**config.mk**
```make
export PLATFORM = sky130hd
export DESIGN_NAME = pin_control_interrupt_port
export DESIGN_NICKNAME = d
export VERILOG_FILES = /design/src/hw/rtl/pcip_pkg.sv /design/src/hw/rtl/pin_control_interrupt_port.sv /design/src/hw/rtl/pcip_decode.sv /design/src/hw/rtl/pcip_pin_cell.sv
export SDC_FILE = /design/constraint.sdc
export NUM_CORES = 1
export LEC_CHECK = 0
export ABC_AREA = 1
export BUFFER_PORTS_ARGS = -buffer_cell sky130_fd_sc_hd__buf_2
export CORE_MARGIN = 4
export CORE_UTILIZATION = 35
export CTS_CLUSTER_DIAMETER = 40
export DETAILED_ROUTE_END_ITERATION = 8
export PLACE_DENSITY = 0.6
export SETUP_SLACK_MARGIN = 0.4
export SYNTH_ARGS = -nofsm -noshare
export SYNTH_HDL_FRONTEND = slang
export SYNTH_SLANG_ARGS = --single-unit
```
**constraint.sdc**
```tcl
create_clock -name clk -period 6 [get_ports clk]
set_input_delay 1.2 -clock clk [delete_from_list [all_inputs] [get_ports clk]]
set_output_delay 1.2 -clock clk [all_outputs]
set_load 0.01 [all_outputs]
```
**src/hw/rtl/pcip_pkg.sv**
```systemverilog
`default_nettype none
package pcip_pkg;

  // Implemented bits of a pin control word; the flag sits in bit 24.
  localparam logic [31:0] STORE_MASK = 32'h000F0757;
  localparam logic [15:0] LOW_MASK   = 16'h0757;
  localparam int unsigned FLAG_POS   = 24;
  localparam int unsigned TRIG_LSB   = 16;
  localparam int unsigned MUX_LSB    = 8;

  // Trigger field codes.
  localparam logic [3:0] TRIG_LEVEL_LOW  = 4'h8;
  localparam logic [3:0] TRIG_RISING     = 4'h9;
  localparam logic [3:0] TRIG_FALLING    = 4'hA;
  localparam logic [3:0] TRIG_EITHER     = 4'hB;
  localparam logic [3:0] TRIG_LEVEL_HIGH = 4'hC;

  // NMI source: pin 5 in mux mode 3.
  localparam int unsigned NMI_PIN = 5;
  localparam logic [2:0]  MUX_NMI = 3'd3;

  // Word offsets.
  localparam logic [9:0] REG_GLOBAL_LOW  = 10'd32;
  localparam logic [9:0] REG_GLOBAL_HIGH = 10'd33;
  localparam logic [9:0] REG_STATUS      = 10'd40;

  localparam logic [31:0] BAD_READ = 32'hDEADBEEF;

  typedef struct packed {
    logic ctl_wr;
    logic ctl_rd;
    logic glob_lo_wr;
    logic glob_hi_wr;
    logic stat_wr;
    logic stat_rd;
    logic unmapped;
    logic chk;
  } access_t;

  // Bit i set when pin base+i exists.
  function automatic logic [15:0] half_sel_mask(input int unsigned base,
                                                input int unsigned count);
    logic [15:0] m;
    m = '0;
    for (int unsigned i = 0; i < 16; i++) begin
      m[i] = ((base + i) < count);
    end
    return m;
  endfunction

endpackage
`default_nettype wire

```
**src/hw/rtl/pin_control_interrupt_port.sv**
```systemverilog
// Pin control and interrupt port.
// Input channel (in_valid/in_ready) carries one bus access per item:
// req_type, reg_index, wr_word and the current pin_levels. Output channel
// (out_valid/out_ready) returns exactly one result item per access:
// read_data, bad_offset, irq_line (any pin flag set) and nmi_line.
// cfg_we/cfg_wdata set nmi_port_select (port B NMI detection on pin 5).
// The input register holds each accepted item and the result register takes it
// from there when the output is free. Throughput: one item per cycle while the
// receiver keeps up; the pin cells update all PIN_COUNT control words in parallel
// in the single stage between the input and result registers. When the receiver
// stalls, the result register holds its item and the input register the next one;
// in_ready drops only when both are full and the result is not taken, or in reset.
// Reset (synchronous, active high) clears all pin control words, the previous
// pin levels, the NMI request, nmi_port_select and both valid flags.
`default_nettype none
module pin_control_interrupt_port #(
  parameter int unsigned PIN_COUNT = 32
) (
  input  logic        clk,
  input  logic        rst,
  input  logic        cfg_we,
  input  logic        cfg_wdata,
  input  logic        in_valid,
  output logic        in_ready,
  input  logic        req_type,
  input  logic [9:0]  reg_index,
  input  logic [31:0] wr_word,
  input  logic [31:0] pin_levels,
  output logic        out_valid,
  input  logic        out_ready,
  output logic [31:0] read_data,
  output logic        bad_offset,
  output logic        irq_line,
  output logic        nmi_line
);

  localparam int unsigned IdxW = (PIN_COUNT > 1) ? $clog2(PIN_COUNT) : 1;

  // Input register stage.
  logic              stage_valid;
  pcip_pkg::access_t stage_acc;
  logic [9:0]        stage_idx;
  logic [31:0]       stage_data;
  logic [31:0]       stage_levels;
  logic              stage_rd;

  pcip_pkg::access_t in_acc;

  // Block state.
  logic        nmi_port_select;
  logic [31:0] prev_levels;
  logic        nmi_pending;
  logic        nmi_pending_next;

  logic [31:0] word_q  [PIN_COUNT];
  logic [31:0] word_nx [PIN_COUNT];
  logic [31:0] status_next;
  logic [2:0]  nmi_mux;
  logic [31:0] rd_value;
  logic        step;
  logic        in_fire;

  // Advance the stage whenever the result register is free or being taken.
  assign step     = stage_valid & (~out_valid | out_ready);
  assign in_ready = ~rst & (~stage_valid | step);
  assign in_fire  = in_valid & in_ready;

  pcip_decode #(
    .PIN_COUNT (PIN_COUNT)
  ) u_decode (
    .req_type  (req_type),
    .reg_index (reg_index),
    .sel_bits  (wr_word[31:16]),
    .acc       (in_acc)
  );

  always_ff @(posedge clk) begin
    if (rst) begin
      stage_valid <= 1'b0;
    end else if (in_fire) begin
      stage_valid <= 1'b1;
    end else if (step) begin
      stage_valid <= 1'b0;
    end
  end

  always_ff @(posedge clk) begin
    if (in_fire) begin
      stage_acc    <= in_acc;
      stage_idx    <= reg_index;
      stage_data   <= wr_word;
      stage_levels <= pin_levels;
    end
  end

  // One cell per pin: control word register plus its access and trigger logic.
  for (genvar p = 0; p < PIN_COUNT; p++) begin : g_pin
    pcip_pin_cell #(
      .PIN_INDEX (p)
    ) u_cell (
      .clk        (clk),
      .rst        (rst),
      .step       (step),
      .acc        (stage_acc),
      .idx        (stage_idx),
      .wr_word    (stage_data),
      .level      (stage_levels[p]),
      .prev_level (prev_levels[p]),
      .word       (word_q[p]),
      .word_next  (word_nx[p])
    );
  end

  // Gather the flags after the access; missing pins report nothing.
  for (genvar p = 0; p < 32; p++) begin : g_status
    if (p < PIN_COUNT) begin : g_have
      assign status_next[p] = word_nx[p][pcip_pkg::FLAG_POS];
    end else begin : g_none
      assign status_next[p] = 1'b0;
    end
  end

  if (PIN_COUNT > pcip_pkg::NMI_PIN) begin : g_nmi_word
    assign nmi_mux = word_nx[pcip_pkg::NMI_PIN][pcip_pkg::MUX_LSB +: 3];
  end else begin : g_nmi_none
    assign nmi_mux = 3'd0;
  end

  // Refresh the NMI request on each pin check when this port is port B.
  always_comb begin
    nmi_pending_next = nmi_pending;
    if (stage_acc.chk && nmi_port_select) begin
      nmi_pending_next = (nmi_mux == pcip_pkg::MUX_NMI)
                       & ~stage_levels[pcip_pkg::NMI_PIN];
    end
  end

  // Pick the read value for the access.
  always_comb begin
    rd_value = '0;
    if (stage_acc.ctl_rd) begin
      rd_value = word_q[stage_idx[IdxW-1:0]];
    end else if (stage_acc.stat_rd) begin
      rd_value = status_next;
    end else if (stage_acc.unmapped && stage_rd) begin
      rd_value = pcip_pkg::BAD_READ;
    end
  end

  // Unmapped accesses carry no write decode, so the read/write sense is kept
  // from the request type captured with the item.
  always_ff @(posedge clk) begin
    if (in_fire) begin
      stage_rd <= ~req_type;
    end
  end

  always_ff @(posedge clk) begin
    if (rst) begin
      nmi_port_select <= 1'b0;
    end else if (cfg_we) begin
      nmi_port_select <= cfg_wdata;
    end
  end

  always_ff @(posedge clk) begin
    if (rst) begin
      prev_levels <= '0;
      nmi_pending <= 1'b0;
    end else if (step) begin
      if (stage_acc.chk) begin
        prev_levels <= stage_levels;
      end
      nmi_pending <= nmi_pending_next;
    end
  end

  // Result register: load on step, drop valid once taken.
  always_ff @(posedge clk) begin
    if (rst) begin
      out_valid <= 1'b0;
    end else if (step) begin
      out_valid <= 1'b1;
    end else if (out_ready) begin
      out_valid <= 1'b0;
    end
  end

  always_ff @(posedge clk) begin
    if (step) begin
      read_data  <= rd_value;
      bad_offset <= stage_acc.unmapped;
      irq_line   <= |status_next;
      nmi_line   <= nmi_pending_next;
    end
  end

endmodule
`default_nettype wire

```
**src/hw/rtl/pcip_decode.sv**
```systemverilog
`default_nettype none
module pcip_decode #(
  parameter int unsigned PIN_COUNT = 32
) (
  input  logic              req_type,
  input  logic [9:0]        reg_index,
  input  logic [15:0]       sel_bits,
  output pcip_pkg::access_t acc
);

  localparam logic [9:0]  PinLimit = 10'(PIN_COUNT);
  localparam logic [15:0] LoMask   = pcip_pkg::half_sel_mask(0, PIN_COUNT);
  localparam logic [15:0] HiMask   = pcip_pkg::half_sel_mask(16, PIN_COUNT);

  logic is_pin;
  logic is_lo;
  logic is_hi;
  logic is_stat;

  always_comb begin
    is_pin  = (reg_index < PinLimit);
    is_lo   = (reg_index == pcip_pkg::REG_GLOBAL_LOW);
    is_hi   = (reg_index == pcip_pkg::REG_GLOBAL_HIGH);
    is_stat = (reg_index == pcip_pkg::REG_STATUS);

    acc.ctl_wr     = is_pin & req_type;
    acc.ctl_rd     = is_pin & ~req_type;
    acc.glob_lo_wr = is_lo & req_type;
    acc.glob_hi_wr = is_hi & req_type;
    acc.stat_wr    = is_stat & req_type;
    acc.stat_rd    = is_stat & ~req_type;
    acc.unmapped   = ~(is_pin | is_lo | is_hi | is_stat);
    // Pin check runs after control writes and status accesses, and after a global
    // write that hits at least one existing pin.
    acc.chk = acc.ctl_wr | acc.stat_wr | acc.stat_rd
            | (acc.glob_lo_wr & (|(sel_bits & LoMask)))
            | (acc.glob_hi_wr & (|(sel_bits & HiMask)));
  end

endmodule
`default_nettype wire

```
**src/hw/rtl/pcip_pin_cell.sv**
```systemverilog
`default_nettype none
module pcip_pin_cell #(
  parameter int unsigned PIN_INDEX = 0
) (
  input  logic              clk,
  input  logic              rst,
  input  logic              step,
  input  pcip_pkg::access_t acc,
  input  logic [9:0]        idx,
  input  logic [31:0]       wr_word,
  input  logic              level,
  input  logic              prev_level,
  output logic [31:0]       word,
  output logic [31:0]       word_next
);

  localparam logic [9:0]  MyIdx  = 10'(PIN_INDEX);
  localparam int unsigned SelPos = 16 + (PIN_INDEX % 16);
  localparam bit          InHigh = (PIN_INDEX >= 16);

  logic [31:0] mid;
  logic        glob_sel;
  logic        rise;
  logic        fall;
  logic        hit;

  always_comb begin
    glob_sel = wr_word[SelPos] & (InHigh ? acc.glob_hi_wr : acc.glob_lo_wr);
    rise     = level & ~prev_level;
    fall     = ~level & prev_level;

    mid = word;
    if (acc.ctl_wr && (idx == MyIdx)) begin
      // Flag is write-one-to-clear; every other bit takes the masked data.
      mid = wr_word & pcip_pkg::STORE_MASK;
      mid[pcip_pkg::FLAG_POS] = word[pcip_pkg::FLAG_POS] & ~wr_word[pcip_pkg::FLAG_POS];
    end
    if (glob_sel) begin
      mid[15:0] = wr_word[15:0] & pcip_pkg::LOW_MASK;
    end
    if (acc.stat_wr && wr_word[PIN_INDEX]) begin
      mid[pcip_pkg::FLAG_POS] = 1'b0;
    end

    case (mid[pcip_pkg::TRIG_LSB +: 4])
      pcip_pkg::TRIG_LEVEL_LOW:  hit = ~level;
      pcip_pkg::TRIG_RISING:     hit = rise;
      pcip_pkg::TRIG_FALLING:    hit = fall;
      pcip_pkg::TRIG_EITHER:     hit = rise | fall;
      pcip_pkg::TRIG_LEVEL_HIGH: hit = level;
      default:                   hit = 1'b0;
    endcase

    word_next = mid;
    if (acc.chk && hit) begin
      word_next[pcip_pkg::FLAG_POS] = 1'b1;
    end
  end

  always_ff @(posedge clk) begin
    if (rst) begin
      word <= '0;
    end else if (step) begin
      word <= word_next;
    end
  end

endmodule
`default_nettype wire

```
==> flow_metrics.env <==
export IMPL_status="completed"
export IMPL_synth_async_reset_ratio_pct=0
export IMPL_area_delta_synth_final_pct=18.2
export IMPL_fmaxAchievable_mhz=236
export IMPL_yosysWarnings=0
export IMPL_reg2reg_depth=13
export IMPL_postCtsHoldBufs=0
export IMPL_hold_viol=0
export IMPL_die_area_um2=85000
export IMPL_holdCritStartpoint="stage_acc[1]$_DFFE_PP_"
export IMPL_final_layout_size_suffix_gt1_share_pct=11.0
export IMPL_fp_coreArea_um2=79400
export IMPL_cp_end_kind="flip-flop"
export IMPL_critical_path_class="flip-flop to flip-flop"
export IMPL_grt_util_all_layers_pct=23.5
export IMPL_port_buffers=117
export IMPL_avgSynthCellArea_um2=7.58
export IMPL_crit_start="stage_idx[4]$_DFFE_PP_"
export IMPL_hold_depth=0
export IMPL_tightest_slew_ns=1.24
export IMPL_synth_edff_count=118
export IMPL_clkTransAtPathRegs_ns=0.06
export IMPL_dr_pass1_iters=8
export IMPL_ctsResizeCount=0
export IMPL_p_leak_nw=14.5
export IMPL_finClkSkew_ns=0.0349
export IMPL_io_pins=118
export IMPL_arrival_ns=4.64
export IMPL_grt_start_max_net_pins=227
export IMPL_grt_pass1_wl_um=156000
export IMPL_layout_nets=3891
export IMPL_drt_iter0_markers=3270
export IMPL_cp_required_ns=6.40
export IMPL_min_to="bad_offset$_DFFE_PP_"
export IMPL_clk_latency_ns=0.68
export IMPL_relSlewSlack_pct=17.1
export IMPL_setup_viol=0
export IMPL_clockBufferDepth=3
export IMPL_drc=0
export IMPL_globalplace_congestion=0.982
export IMPL_r2r_end="irq_line$_DFFE_PP_"
export IMPL_synth_ff_type="dfxtp_1"
export IMPL_fin_crit_ns=4.24
export IMPL_dp_hpwl_um=68500
export IMPL_root_buffer="clkbuf_16"
export IMPL_synth_nets=3857
export IMPL_min_path_type="flip-flop to flip-flop"
export IMPL_via_per_inst=5.53
export IMPL_rows=103
export IMPL_start_kind="flip-flop"
export IMPL_gr_total_overflow=0
export IMPL_cts_tree="done"
export IMPL_cap_viol_max_count=0
export IMPL_regToRegSetupSlack_ns=1.76
export IMPL_netlist_area_um2=28200
export IMPL_post_cts_buffers=0
export IMPL_powerDensity_nw_per_um2=341
export IMPL_power_mw=11.3
export IMPL_cts_sinks=570
export IMPL_tns_ns=0
export IMPL_vias=27000
export IMPL_grt_setup_unrepaired="false"
export IMPL_maxSlewViolCount=0
export IMPL_wirelength_um=104000
export IMPL_crit_fanout=34
export IMPL_cts_buffers=98
export IMPL_die_h_um=292
export IMPL_min_period_over_period_pct=70.6
export IMPL_wl_per_cell_um=21.2
export IMPL_cts_htree_levels=3
export IMPL_ir_worst_vdd_mv=0.194
export IMPL_synth_seq_area_share_pct=44.7
export IMPL_r2r_start="stage_idx[4]$_DFFE_PP_"
export IMPL_ys_seq_elements=570
export IMPL_antenna_left=0
export IMPL_start_util_pct=35.5
export IMPL_grt_antenna_before_repair=8
export IMPL_ys_types=43
export IMPL_fillers=8100
export IMPL_syn_instance_count=3712
export IMPL_die_x_um=292
export IMPL_first_global_vias=25300
==> flip-flops by register name, summed over array words and instances (netlist names), 8 cells and up <==
register,count
g_pin.u_cell.word,416
prev_levels,32
read_data,32
stage_acc,8
stage_data,32
stage_idx,10
stage_levels,32
==> where the power goes <==
group | leakage (nW) | switching (mW) | internal (mW)
Sequential | 4.79 | 0.135 | 4.12
Combinational | 8.03 | 0.725 | 0.314
Clock | 1.71 | 2.20 | 3.84
Total | 14.5 | 3.06 | 8.28
==> placed cells by master (no fill, tap or decap), drive strengths merged, types with 2 or more instances in the layout <==
master / n
inv: 532
o221ai: 27
nor4: 11
buf: 182
o31ai: 5
o211ai: 81
nand4: 9
o41ai: 2
nand3b: 35
or2: 3
a22oi: 137
nand2: 593
bufinv: 16
dfxtp: 452
clkbuf: 112
ha: 64
nor3: 5
a221oi: 5
nor2: 75
o21ai: 509
a211oi: 4
edfxtp: 118
a31oi: 5
a21boi: 19
nand3: 234
clkinv: 29
clkinvlp: 12
o22ai: 49
a21oi: 499
==> cells in the mapped netlist (2+ instances only) <==
cell type / number / area [µm²]
nand3_2: 5 / 50.1
nor2_2: 12 / 75.1
dfxtp_1: 452 / 9050
buf_1: 29 / 109
o22ai_1: 49 / 307
nand3b_1: 35 / 263
inv_2: 11 / 41.3
edfxtp_1: 118 / 3540
clkinv_1: 3 / 11.3
a21boi_1: 19 / 143
o21ai_1: 10 / 50.1
o221ai_1: 27 / 236
o41ai_1: 2 / 17.5
nand3_1: 229 / 1150
or2_2: 3 / 18.8
a21oi_1: 499 / 2500
a31oi_1: 5 / 31.3
o31ai_1: 5 / 37.5
o211ai_1: 81 / 608
nor2_1: 56 / 210
a221oi_1: 5 / 43.8
clkbuf_1: 199 / 747
a22oi_1: 137 / 1030
nand4_1: 9 / 56.3
nand2_2: 13 / 81.3
nor4_1: 11 / 68.8
buf_2: 11 / 55.1
ha_1: 64 / 801
inv_1: 502 / 1880
o21ai_0: 499 / 2500
nor3_1: 5 / 25.0
buf_4: 7 / 52.6
buf_6: 2 / 22.5
nor2_4: 7 / 78.8
a211oi_1: 4 / 30.0
nand2_1: 580 / 2180
==> metal layers <==
layer	part of all wire [%]	GRT usage, %	routed length, µm	vias to the layer above
li1	-	-	-	12800
met1	43	32.3	45100	12600
met2	42	34.6	43100	1272
met3	10	6.50	10600	253
met4	4.7	10.2	4860	8
met5	0.046	0	48	-
==> cell families (layout without fill, tap and decap cells) <==
family,after synthesis,in the layout,synth area share [%]
flip-flops,570,570,44.7
buffers and inverters,764,883,10.4
adder cells (fa/ha/maj),64,64,2.84
other,0,1,0
AND/OR/NAND/NOR,966,966,15.1
AO/OA/AOI/OAI,1348,1348,26.9
==> how the worst max path moves through the flow <==
stage,end,cells past startpoint
floorplan,stage_acc[0]$_DFFE_PP_,6
global placement,irq_line$_DFFE_PP_,13
detailed placement,irq_line$_DFFE_PP_,13
CTS,irq_line$_DFFE_PP_,13
global route,irq_line$_DFFE_PP_,18
finish,irq_line$_DFFE_PP_,13
==> per-stage QoR <==
step / cell area (µm²) / hold WS [ns] / util, % / setup WS [ns] / instances
finish: 33300 / 0.485 / 41.9 / 1.76 / 4882
global route: 33300 / 0.490 / 41.9 / 1.56 / 4881
CTS: 33300 / 0.480 / 41.9 / 1.91 / 4881
detailed placement: 29700 / 0.466 / 37.4 / 1.95 / 4696
global placement: 29700 / 0.469 / 37.4 / 2.00 / 4696
floorplan: 28200 / 0.427 / - / 1.29 / 3712
==> cell type report <==
class / count / area (µm²) / area share (%)
inverters: 516 / 1950 / 5.86
multi-input cells: 2378 / 12700 / 38.2
diodes: 1 / 2.50 / 0.00752
clock inverters: 73 / 997 / 3.00
well taps: 1050 / 1310 / 3.95
repair buffers: 182 / 1140 / 3.42
flip-flops and latches: 570 / 12600 / 37.9
clock buffers: 112 / 2580 / 7.75
==> critical path, stage by stage (launching register included) <==
cell and delay (ns):
edfxtp_1 0.79, inv_2 0.35, nor2_2 0.15, nand2_1 0.09, nor2_4 0.70, nand2_1 0.38, o21ai_0 0.40, a21oi_1 0.12
a21oi_1 0.42, nand2_1 0.18, nor2_1 0.13, nand2_1 0.07, nor2_1 0.10, nand2_1 0.06
Power figures use the tool's default switching activity.
